File: src/sv/euler_to_quaternion_assert.svh
// Assertion macros for the euler_to_quaternion block.
// Included by the top level; no other dependencies.
`ifndef EULER_TO_QUATERNION_ASSERT_SVH
`define EULER_TO_QUATERNION_ASSERT_SVH
`define E2Q_ASSERT_IMPL(lbl, a, c) \
    lbl: assert property (@(posedge i_clk) disable iff (!i_rst_n) (a) |-> (c)) \
        else $error("assertion failed");
`define E2Q_ASSERT_NEXT(lbl, a, c) \
    lbl: assert property (@(posedge i_clk) disable iff (!i_rst_n) (a) |=> (c)) \
        else $error("assertion failed");
`endif

File: src/sv/e2q_pkg.sv
// Package for euler_to_quaternion: widths, CORDIC table, helpers.
// No dependencies.
`default_nettype none
package e2q_pkg;
    localparam int ANGLE_BITS    = 16;
    localparam int FRAC_BITS     = 14;
    localparam int CORDIC_STAGES = 16;
    localparam int OUT_BITS      = FRAC_BITS + 2;
    localparam int QD            = 4;
    localparam int QA            = 2;
    localparam int CW            = 32;   // cordic x/y width, Q30
    localparam int ZW            = 33;   // cordic z width
    localparam int PIPE          = CORDIC_STAGES + 4;
    localparam logic signed [CW-1:0] GAIN_Q30 = 32'sd652032874;

    typedef struct packed {
        logic signed [ANGLE_BITS-1:0] roll_angle;
        logic signed [ANGLE_BITS-1:0] pitch_angle;
        logic signed [ANGLE_BITS-1:0] yaw_angle;
    } t_in;

    typedef struct packed {
        logic signed [OUT_BITS-1:0] quat_x;
        logic signed [OUT_BITS-1:0] quat_y;
        logic signed [OUT_BITS-1:0] quat_z;
        logic signed [OUT_BITS-1:0] quat_w;
    } t_out;

    function automatic logic [ZW-1:0] atan_turn(input int i);
        logic [31:0] t;
        case (i)
            0: t = 32'd536870912;  1: t = 32'd316933406;  2: t = 32'd167458907;
            3: t = 32'd85004756;   4: t = 32'd42667331;   5: t = 32'd21354465;
            6: t = 32'd10679838;   7: t = 32'd5340245;    8: t = 32'd2670163;
            9: t = 32'd1335087;    10: t = 32'd667544;    11: t = 32'd333772;
            12: t = 32'd166886;    13: t = 32'd83443;     14: t = 32'd41722;
            15: t = 32'd20861;     16: t = 32'd10430;     17: t = 32'd5215;
            18: t = 32'd2608;      19: t = 32'd1304;      20: t = 32'd652;
            21: t = 32'd326;       22: t = 32'd163;       23: t = 32'd81;
            24: t = 32'd41;        25: t = 32'd20;        26: t = 32'd10;
            27: t = 32'd5;         28: t = 32'd3;         29: t = 32'd1;
            30: t = 32'd1;
            default: t = 32'd0;
        endcase
        return {1'b0, t};
    endfunction

    function automatic logic signed [ZW-1:0] half_angle(input logic signed [ANGLE_BITS-1:0] a);
        logic signed [ZW-1:0] w;
        w = ZW'(a) <<< (32 - ANGLE_BITS);
        return w >>> 1;
    endfunction

    function automatic logic signed [OUT_BITS-1:0] to_output(input logic signed [64:0] v);
        logic signed [64:0] r;
        logic signed [64:0] one;
        r   = (v + (65'sd1 <<< (59 - FRAC_BITS))) >>> (60 - FRAC_BITS);
        one = 65'sd1 <<< FRAC_BITS;
        if (r > one) r = one;
        if (r < -one) r = -one;
        return r[OUT_BITS-1:0];
    endfunction
endpackage
`default_nettype wire

File: src/sv/e2q_queue.sv
// Result queue between the pipeline and the output channel.
// Depends on e2q_pkg.
`default_nettype none
module e2q_queue (
    input  wire logic          i_clk,
    input  wire logic          i_rst_n,
    input  wire logic          i_push,
    input  wire e2q_pkg::t_out i_data,
    input  wire logic          i_pop,
    output logic               o_valid,
    output logic [e2q_pkg::QA:0] o_count,
    output e2q_pkg::t_out      o_data
);
    e2q_pkg::t_out r_mem [e2q_pkg::QD];
    logic [e2q_pkg::QA-1:0] r_wp, r_rp;
    logic [e2q_pkg::QA:0]   r_cnt;

    always_ff @(posedge i_clk) begin
        if (i_push) r_mem[r_wp] <= i_data;
    end

    always_ff @(posedge i_clk) begin
        if (!i_rst_n) begin
            r_wp <= '0; r_rp <= '0; r_cnt <= '0;
        end else begin
            if (i_push) r_wp <= r_wp + 1'b1;
            if (i_pop)  r_rp <= r_rp + 1'b1;
            r_cnt <= r_cnt + (e2q_pkg::QA+1)'(i_push) - (e2q_pkg::QA+1)'(i_pop);
        end
    end

    assign o_valid = r_cnt != '0;
    assign o_count = r_cnt;
    assign o_data  = r_mem[r_rp];
endmodule
`default_nettype wire

File: config.mk
export PLATFORM = sky130hd
export DESIGN_NAME = e2q_queue
export DESIGN_NICKNAME = d
export VERILOG_FILES = /design/src/sv/euler_to_quaternion_assert.svh /design/src/sv/e2q_pkg.sv /design/src/sv/e2q_queue.sv
export SDC_FILE = /design/constraint.sdc
export NUM_CORES = 1
export LEC_CHECK = 0
export BUFFER_PORTS_ARGS = -buffer_cell sky130_fd_sc_hd__buf_4
export CORE_MARGIN = 2
export CORE_UTILIZATION = 45
export DETAILED_ROUTE_END_ITERATION = 12
export GPL_TIMING_DRIVEN = 0
export HOLD_SLACK_MARGIN = 0.1
export PLACE_DENSITY = 0.65
export SLEW_MARGIN = 20
export SYNTH_ARGS = -nofsm -noshare
export SYNTH_HDL_FRONTEND = slang
export SYNTH_SLANG_ARGS = --single-unit
File: constraint.sdc
create_clock -name i_clk -period 3.2 [get_ports i_clk]
set_input_delay 0.96 -clock i_clk [delete_from_list [all_inputs] [get_ports i_clk]]
set_output_delay 0.96 -clock i_clk [all_outputs]
set_load 0.01 [all_outputs]
* Word-level counts from Yosys, hierarchy flattened
Memory sizes are Yosys's and may differ from the RTL's. A register that Yosys moved wholly into a read port is not among the register bits.
Cells that the tools add are included.
** Word-level totals
- Register bits after elaboration :: 7
- Bits in writable memories :: 256
- Word-level logic and storage cells :: 13
- Memories kept :: 1
** Memories
- r_mem :: depth 4, width 64, read ports 1, clocked after Yosys merged registers in 1, wr ports 1, line e2q_queue.sv:14 : e2q_pkg::t_out r_mem [e2q_pkg::QD];
** Cells by class
- $add $sub $neg :: 4
- Mux-type cells :: 4
- Reductions and logical operators :: 1
** Operator list (count)
- $add 2x1->2 const B :: 2
- $mux 2 :: 2
- $add 3x1->3 :: 1
- $reduce_bool 3->1 :: 1
- $sub 3x1->3 :: 1
- $mux 1 :: 2

* Depth between registers and ports, before layout
Gate-level depths: netlist (run 1).
- Depth after elaboration :: 3
- Depth in mapped cells :: 7
- Mapped depth without buffers :: 7

* Least setup slack after synthesis (run 1)
No wires, ideal clock.
- Kind :: input -> register
- Start :: in i_push
- End :: mem r_mem[0][0] in the netlist's numbering, enable pin
- Data arrival time :: 2467 ps
- Required time :: 2771 ps
- Path slack :: 305 ps
- Stages :: 1
- Cell sequence :: and2_1
** Between the ends
- Word-level cells in the longest chain between the ends :: 2
** RTL lines
- start: declaration :: line e2q_queue.sv:7 : input wire logic i_push,
- $mux 1 :: line e2q_queue.sv:19 : if (i_push) r_mem[r_wp] <= i_data;
- $mux 1 (not written as such) :: line e2q_queue.sv:19
- end: declaration :: line e2q_queue.sv:14
No other way between the ends.

==> flow_metrics.py, run 1 <==
metrics = {
    "outcome": {
        "status": "complete, no violations",
    },
    "timing": {
        "setup_viol": 0,
        "fin_crit_ns": 2.92,
        "relSlewSlack_pct": 67.2,
        "fin_skew_ns": 0.00805,
        "hold_viol_final": 0,
        "fmax_ghz": 0.343,
        "worstMarginPinSlew_ns": 0.492,
        "timing.final.crit_share_pct": 91.1,
        "setup_slack_ns": 0.283,
        "slew_viol_final": 0,
        "rsz0062_at_grt": "false",
    },
    "place": {
        "dp_cells": 790,
        "pre_cts_ws_ns": 0.769,
        "dp_hpwl_mm": 10.7,
        "gp_congestion": 0.706,
        "dpl_cell_area_um2": 11200,
        "port_buffers": 135,
    },
    "global_route": {
        "grt_max_degree": 46,
        "grt_overflow": 0,
        "antenna_found_initial": 0,
        "first_global_vias": 4778,
        "grt_pass1_wl_mm": 26.2,
        "track_usage_pct": 15.3,
    },
    "routing": {
        "drc": 0,
        "dr_total_vias": 4407,
        "vias_per_cell": 5.24,
        "dr.pass1.iters": 4,
        "ant_nets": 0,
        "routed_wl_mm": 17.3,
        "wl_per_cell_um": 20.6,
        "drtIter0Drc": 236,
    },
    "cts": {
        "clock_latency_ns": 0.53,
        "numCtsBuffers": 28,
        "cts_resized": 0,
        "cts.sink_count": 265,
        "holdBufCountCts": 0,
        "ctsLongestPathBuffers": 3,
        "worst_setup_hold_path_clk_slew_ns": 0.06,
        "root_buffer": "clkbuf_16",
        "postCtsSetupRepairBufs": 0,
        "h-tree-depth": 1,
        "cts_tree": "done",
    },
    "layout": {
        "antenna_cells": 0,
        "final_nets": 620,
        "fillCellCount": 1552,
        "final_area_um2": 12100,
        "areaGrowthSynthToFinish_pct": 23.9,
        "final_cells": 841,
        "drive_gt1_share_pct": 45.6,
    },
    "die": {
        "dieWidth_um": 151,
        "row_count": 53,
        "die_area_um2": 22900,
        "fp.dieH_um": 151,
        "io_pins": 136,
        "coreArea_um2": 21200,
        "initial_utilization_pct": 46.1,
    },
    "pwr": {
        "vdd_drop_max_v": 0.000425,
        "power.density_nw_per_um2": 652,
        "p_leak_uw": 0.00414,
    },
    "worst_setup_path": {
        "startpoint_type": "register",
        "required_ns": 2.24,
        "r2r_cells": 4,
        "endpoint_kind": "primary output",
        "cp_max_fo": 10,
        "crit_type": "register to primary output",
        "reg2reg_slack_ns": 1.53,
        "worstReg2RegStart": "r_wp[0]",
        "r2r-end": "r_mem[0][63]",
        "critical_path_arrival_ns": 1.96,
    },
    "synth": {
        "synth_seq_cells": 265,
        "synthDistinctLibCells": 20,
        "ys_warn_count": 0,
        "seq_area_frac_synth_pct": 80.7,
        "synth.avg_cell_area_um2": 25.9,
        "syn_nets": 451,
        "synth_area_um2": 9750,
        "postSynthCellCount": 376,
    },
    "hold_path": {
        "worstHoldStart": "r_rp[0]",
        "holdCritPathClass": "register to register",
        "holdPathStages": 2,
    },
    "flow_run": {
        "drv_cap": 0,
    },
}
-- synth_stat cells --
cell      count  area (um^2)
a21bo_2       1         10.0
a21oi_1       1         5.00
and2_1        6         37.5
buf_12        6          120
buf_2         6         30.0
buf_6         1         11.3
clkbuf_2      1         5.00
dfxtp_1       9          180
edfxtp_1    256         7690
fa_1          1         20.0
ha_1          6         75.1
inv_1         7         26.3
mux2i_1       1         10.0
mux4_1        4          105
mux4_2       60         1350
nand3b_1      1         7.51
nor2_1        5         18.8
or3_1         1         6.26
xnor2_1       2         17.5
xor3_1        1         23.8
-- through the flow --
| step | hold WS, ns | setup TNS, ns | util, % | power [uW] |
|---|---|---|---|---|
| 6_report | 0.555 | 0 | 57.1 | 7870 |
| 5_1_grt | 0.606 | 0 | 57.1 | 8180 |
| 3_5_place_dp | 0.543 | 0 | 53.1 | 5020 |
| 3_3_place_gp | 0.514 | -276.48 | 52.5 | 4980 |
| 4_1_cts | 0.557 | 0 | 57.1 | 7980 |
| 2_1_floorplan | 0.499 | 0 | - | 4580 |
-- kinds of logic after synthesis --
family	after synthesis	share of synthesized area (%)
DFF	265	80.7
muxes	65	15.0
buffers and inverters	21	1.98
and+or+nand+nor	13	0.719
adders and majority gates	7	0.975
xor gates and xnor gates	3	0.424
AOI/OAI and AO/OA	2	0.154
-- worst max path at each step --
stage / slack [ns] / to
4_1_cts: 0.20 / o_data[60]
3_3_place_gp: -1.11 / r_mem[3][18]
3_5_place_dp: 0.77 / o_data[59]
5_1_grt: 0.17 / o_data[25]
2_1_floorplan: 0.30 / r_mem[0][0]
6_report: 0.28 / o_data[12]
-- critical path: stages, from the launching register on --
cell and delay, ns:
dfxtp_1 0.32, buf_6 0.22, buf_12 0.19, mux4_2 0.53
buf_4 0.16
-- sequential cells by signal, summed over array words and instances, names as in the netlist, named ones only --
name	flops
o_count	3
r_mem	256
r_rp	2
r_wp	2
-- power breakdown --
part	total, uW	internal (uW)	switching, uW
clock	2950	1730	1230
sequential	4030	3990	45.0
combinational	888	480	408
-- per-layer routing --
layer | global-route usage, % | wire length [um] | vias up
li1 | - | - | 1950
met1 | 19.2 | 7030 | 2289
met2 | 26.9 | 8840 | 136
met3 | 3.40 | 1120 | 32
met4 | 4.58 | 335 | 0
met5 | 0 | 0 | -
-- cells in the final DEF, fill, tap and decap left out --
master	n
a21bo_2	1
a21oi_1	1
and2_1	2
and2_4	4
buf_12	6
buf_16	4
buf_2	6
buf_4	135
buf_6	1
bufinv_16	1
clkbuf_1	4
clkbuf_16	29
clkbuf_2	1
clkinv_1	7
clkinv_2	7
clkinvlp_4	2
dfxtp_1	9
edfxtp_1	256
fa_1	1
ha_1	6
inv_1	7
inv_6	1
mux2i_1	1
mux4_1	4
mux4_2	60
nand3b_1	1
nor2_1	5
or3_1	1
xnor2_1	2
xor3_1	1
-- final cells by class --
type | instances | area [um^2] | share of cell area [%]
multi-input combinational | 90 | 1700 | 14.1
buffer | 14 | 166 | 1.38
sequential | 265 | 7870 | 65.1
tap | 275 | 344 | 2.85
clock buffer | 33 | 741 | 6.13
clock inverter | 18 | 115 | 0.953
inverter | 7 | 26.3 | 0.217
timing repair buffer | 139 | 1120 | 9.30
Note: power is estimated with default switching activity, not from simulation.
==> run 2, diff against run 1 <==
CTS_BUF_LIST = sky130_fd_sc_hd__clkbuf_4 sky130_fd_sc_hd__clkbuf_8 sky130_fd_sc_hd__clkbuf_16   (was default)
TNS_END_PERCENT = 20   (was default)
==> flow_metrics.py, run 2 (synthesis results as in run 1) <==
metrics = {
    "layout": {
        "areaGrowthSynthToFinish_pct": 24.1,
        "fillCellCount": 1547,
        "drive_gt1_share_pct": 46.3,
        "final_common_cell": "edfxtp_1",
        "largest_reg_flops": 256,
        "register_area_um2": 7870,
        "multiInputGateArea_um2": 1700,
        "antenna_cells": 0,
        "mostFrequentLayoutCells": "edfxtp_1, buf_4, mux4_2",
        "final_area_um2": 12100,
        "top_register": "r_mem",
        "final_nets": 620,
        "post-route-util_pct": 57.2,
    },
    "pwr": {
        "vdd_drop_max_v": 0.000424,
        "p_leak_uw": 0.00416,
        "power.density_nw_per_um2": 654,
    },
    "timing": {
        "timing.final.crit_share_pct": 91.1,
        "fin_crit_ns": 2.92,
        "slew_viol_final": 0,
        "hold_viol_final": 0,
        "relSlewSlack_pct": 67.2,
        "setup_viol": 0,
        "fin_skew_ns": 0.00808,
        "fin_tns_setup_ns": 0,
        "whs_ns": 0.556,
        "fmax_ghz": 0.343,
        "worstMarginPinSlew_ns": 0.493,
        "rsz0062_at_grt": "false",
    },
    "worst_setup_path": {
        "endpoint_kind": "primary output",
        "crit_type": "register to primary output",
        "critPathSlowestCell": "mux4_2",
        "path_cells": "buf_6 > buf_12 > mux4_2 > buf_4",
        "startpoint_type": "register",
        "critical-path-max-stage-delay_ns": 0.53,
        "cp_max_fo": 10,
        "required_ns": 2.24,
        "critical_path_arrival_ns": 1.96,
    },
    "routing": {
        "dr.pass1.iters": 4,
        "wl_per_cell_um": 20.6,
        "drc": 0,
        "drtIter0Drc": 239,
        "ant_nets": 0,
        "routed_wl_mm": 17.3,
        "dr_total_vias": 4410,
        "vias_per_cell": 5.24,
    },
    "die": {
        "dieWidth_um": 151,
        "die_area_um2": 22900,
        "io_pins": 136,
        "row_count": 53,
        "fp.dieH_um": 151,
        "coreArea_um2": 21200,
        "initial_utilization_pct": 46.1,
    },
    "global_route": {
        "grt_overflow": 0,
        "use_met2_pct": 26.9,
        "busiest_layer": "met2",
        "grt_max_degree": 46,
        "first_global_vias": 4778,
        "grtUsageMet3_pct": 3.40,
        "track_usage_pct": 15.3,
        "grt_use_met1_pct": 19.2,
        "antenna_found_initial": 0,
        "grt_pass1_wl_mm": 26.2,
    },
    "place": {
        "dpl_cell_area_um2": 11200,
        "dp_hpwl_mm": 10.7,
        "port_buffers": 135,
        "gp_congestion": 0.706,
    },
    "cts": {
        "root_buffer": "clkbuf_16",
        "h-tree-depth": 1,
        "worst_setup_hold_path_clk_slew_ns": 0.06,
        "clock_latency_ns": 0.53,
        "postCtsSetupRepairBufs": 0,
        "cts.sink_count": 265,
        "cts_resized": 0,
        "cts_tree": "done",
        "numCtsBuffers": 28,
        "holdBufCountCts": 0,
        "ctsLongestPathBuffers": 3,
    },
    "outcome": {
        "status": "complete, no violations",
    },
    "hold_path": {
        "holdCritPathClass": "register to register",
    },
    "flow_run": {
        "drv_cap": 0,
    },
}
==> run 2: changes by cell type in the layout (fill, tap and decap cells not counted) <==
cell and delta:
clkbuf_1 -4, clkbuf_4 +4
==> run 2: area by class of cell <==
type	count	area share, %
sequential	265	65.0
clock inverter	18	0.952
clock buffer	33	6.25
multi-input combinational	90	14.0
tap	275	2.84
buffer	14	1.38
timing repair buffer	139	9.29
inverter	7	0.217
==> run 2: path summary, 6_finish.rpt <==
| path | from | to | slack, ns | cells past startpoint |
|---|---|---|---|---|
| max | register | o_data[12] | 0.28 | 4 |
| min reg2reg | r_rp[0] | register | 0.56 | 2 |
| min | r_rp[0] | register | 0.56 | 2 |
| max reg2reg | r_wp[0] | r_mem[0][63] | 1.53 | 4 |
==> run 2: per-layer routing <==
layer / wire, um / share of wire (%)
met5: 0 / 0
met4: 335 / 1.9
met3: 1120 / 6.5
met2: 8830 / 51
met1: 7020 / 41
==> run 2: worst max-delay path: cells and delay by family, from the launching register on <==
kind	cells	cell delay, ns
buffers and inverters	3	0.57
muxes	1	0.53
DFF	1	0.32
==> run 2: power breakdown <==
part	internal [uW]	total [uW]	leakage [uW]	switching (uW)
Clock	1760	2990	0.000433	1230
Combinational	480	888	0.00130	407
Sequential	3990	4030	0.00243	44.9
Total	6230	7910	0.00416	1680
==> run 2: metrics by stage <==
| step | std cells | total power [uW] | setup slack [ns] |
|---|---|---|---|
| floorplan | 376 | 4580 | 0.305 |
| global placement | 786 | 4980 | -1.11 |
| detailed placement | 790 | 5020 | 0.769 |
| CTS | 841 | 8020 | 0.199 |
| global route | 841 | 8210 | 0.174 |
| finish | 841 | 7910 | 0.284 |
==> run 3, diff against run 2 <==
GPL_TIMING_DRIVEN = 1   (was 0)
==> flow_metrics.py, run 3 (synthesis results as in run 1) <==
metrics = {
    "cts": {
        "ctsLongestPathBuffers": 3,
        "clock_latency_ns": 0.52,
        "cts_resized": 0,
        "cts_tree": "done",
        "worst_setup_hold_path_clk_slew_ns": 0.06,
        "root_buffer": "clkbuf_16",
        "numCtsBuffers": 27,
        "cts.sink_count": 265,
        "h-tree-depth": 1,
    },
    "timing": {
        "slew_viol_final": 0,
        "hold_viol_final": 0,
        "fmax_ghz": 0.333,
        "relSlewSlack_pct": 63.8,
        "rsz0062_at_grt": "false",
        "timing.final.crit_share_pct": 93.8,
        "whs_ns": 0.548,
        "setup_viol": 0,
        "worstMarginPinSlew_ns": 0.542,
        "fin_skew_ns": 0.00493,
        "fin_crit_ns": 3.00,
        "fin_tns_setup_ns": 0,
    },
    "global_route": {
        "grt_overflow": 0,
        "track_usage_pct": 15.2,
        "antenna_found_initial": 0,
        "grt_pass1_wl_mm": 26.1,
        "grt_max_degree": 40,
        "first_global_vias": 4723,
    },
    "routing": {
        "dr.pass1.iters": 4,
        "drc": 0,
        "vias_per_cell": 5.27,
        "dr_total_vias": 4442,
        "ant_nets": 0,
        "wl_per_cell_um": 20.6,
        "routed_wl_mm": 17.4,
        "drtIter0Drc": 215,
    },
    "layout": {
        "top_register": "r_mem",
        "final_common_cell": "edfxtp_1",
        "mostFrequentLayoutCells": "edfxtp_1, buf_4, mux4_2",
        "largest_reg_flops": 256,
        "final_nets": 622,
        "areaGrowthSynthToFinish_pct": 23.9,
        "drive_gt1_share_pct": 46.8,
        "final_cells": 843,
        "antenna_cells": 0,
    },
    "hold_path": {
        "holdCritPathClass": "register to register",
        "holdPathStages": 2,
    },
    "pwr": {
        "vdd_drop_max_v": 0.000350,
        "power.total_uw": 7980,
        "p_switching_uw": 1680,
        "switching_share_pct": 21.0,
        "power_frac_comb_pct": 10.8,
        "p_int_uw": 6300,
        "clockPowerShare_pct": 38.5,
        "p_leak_uw": 0.00415,
        "power_frac_seq_pct": 50.7,
        "power.density_nw_per_um2": 661,
    },
    "die": {
        "fp.dieH_um": 151,
        "row_count": 53,
        "coreArea_um2": 21200,
        "dieWidth_um": 151,
        "die_area_um2": 22900,
        "io_pins": 136,
        "initial_utilization_pct": 46.1,
    },
    "worst_setup_path": {
        "path_cells": "buf_12 > mux4_1 > buf_4",
        "crit_type": "register to primary output",
        "endpoint_kind": "primary output",
        "critPathSlowestCell": "mux4_1",
        "critical_path_arrival_ns": 2.04,
        "startpoint_type": "register",
        "cp_max_fo": 25,
        "r2r_cells": 4,
        "required_ns": 2.24,
        "critical-path-max-stage-delay_ns": 0.60,
    },
    "place": {
        "gp_congestion": 0.686,
        "dp_hpwl_mm": 10.3,
        "port_buffers": 135,
        "dp_cells": 783,
    },
    "flow_run": {
        "drv_cap": 0,
    },
    "outcome": {
        "status": "complete, no violations",
    },
}
run 3: power groups by stage:
stage	Sequential (uW)	Clock, uW	Combinational [uW]
5_1_grt	4060	3270	935
6_report	4050	3070	863
3_5_place_dp	4130	0	858
3_3_place_gp	4110	0	844
2_1_floorplan	4100	0	473
4_1_cts	4050	3140	862
run 3: final timing paths:
check	endpoint	slack, ns	from
max	o_data[0]	0.20	register
min reg2reg	register	0.55	r_rp[1]
min	register	0.55	r_rp[1]
max reg2reg	r_mem[2][3]	1.47	r_wp[0]
run 3: routing by layer:
metal  global-route usage (%)  wire [um]  part of all wire, %
met2                     25.8       8800                   51
met5                        0          0                    0
met4                     3.83        320                  1.8
met3                     3.25       1040                  6.0
met1                     20.2       7220                   42
run 3: area by class of cell:
cell class | count | area, um^2
fill | 1546 | 9080
sequential | 265 | 7880
multi-input combinational | 90 | 1700
timing repair buffer | 156 | 1250
clock buffer | 33 | 721
tap | 275 | 344
clock inverter | 17 | 164
inverter | 7 | 26.3
run 3: metrics by stage:
step / cell area [um^2] / utilization (%) / worst slack, ns
floorplan: 9750 / - / 0.305
global placement: 11100 / 52.5 / 0.583
detailed placement: 11100 / 52.5 / 0.615
CTS: 12000 / 56.7 / 0.0326
global route: 12100 / 57.1 / 0.113
finish: 12100 / 57.1 / 0.200
run 3: what timing repair did:
item,CTS,global route
hold buffers,0,0
setup buffers,0,10
endpoints found under the hold margin,0,0
setup endpoints to repair,0,1
run 3: worst max-delay path, delay by kind of cell, from the launching register on:
family                 cells  cell delay (ns)
buffers and inverters      2             0.43
muxes                      1             0.60
DFF                        1             0.45
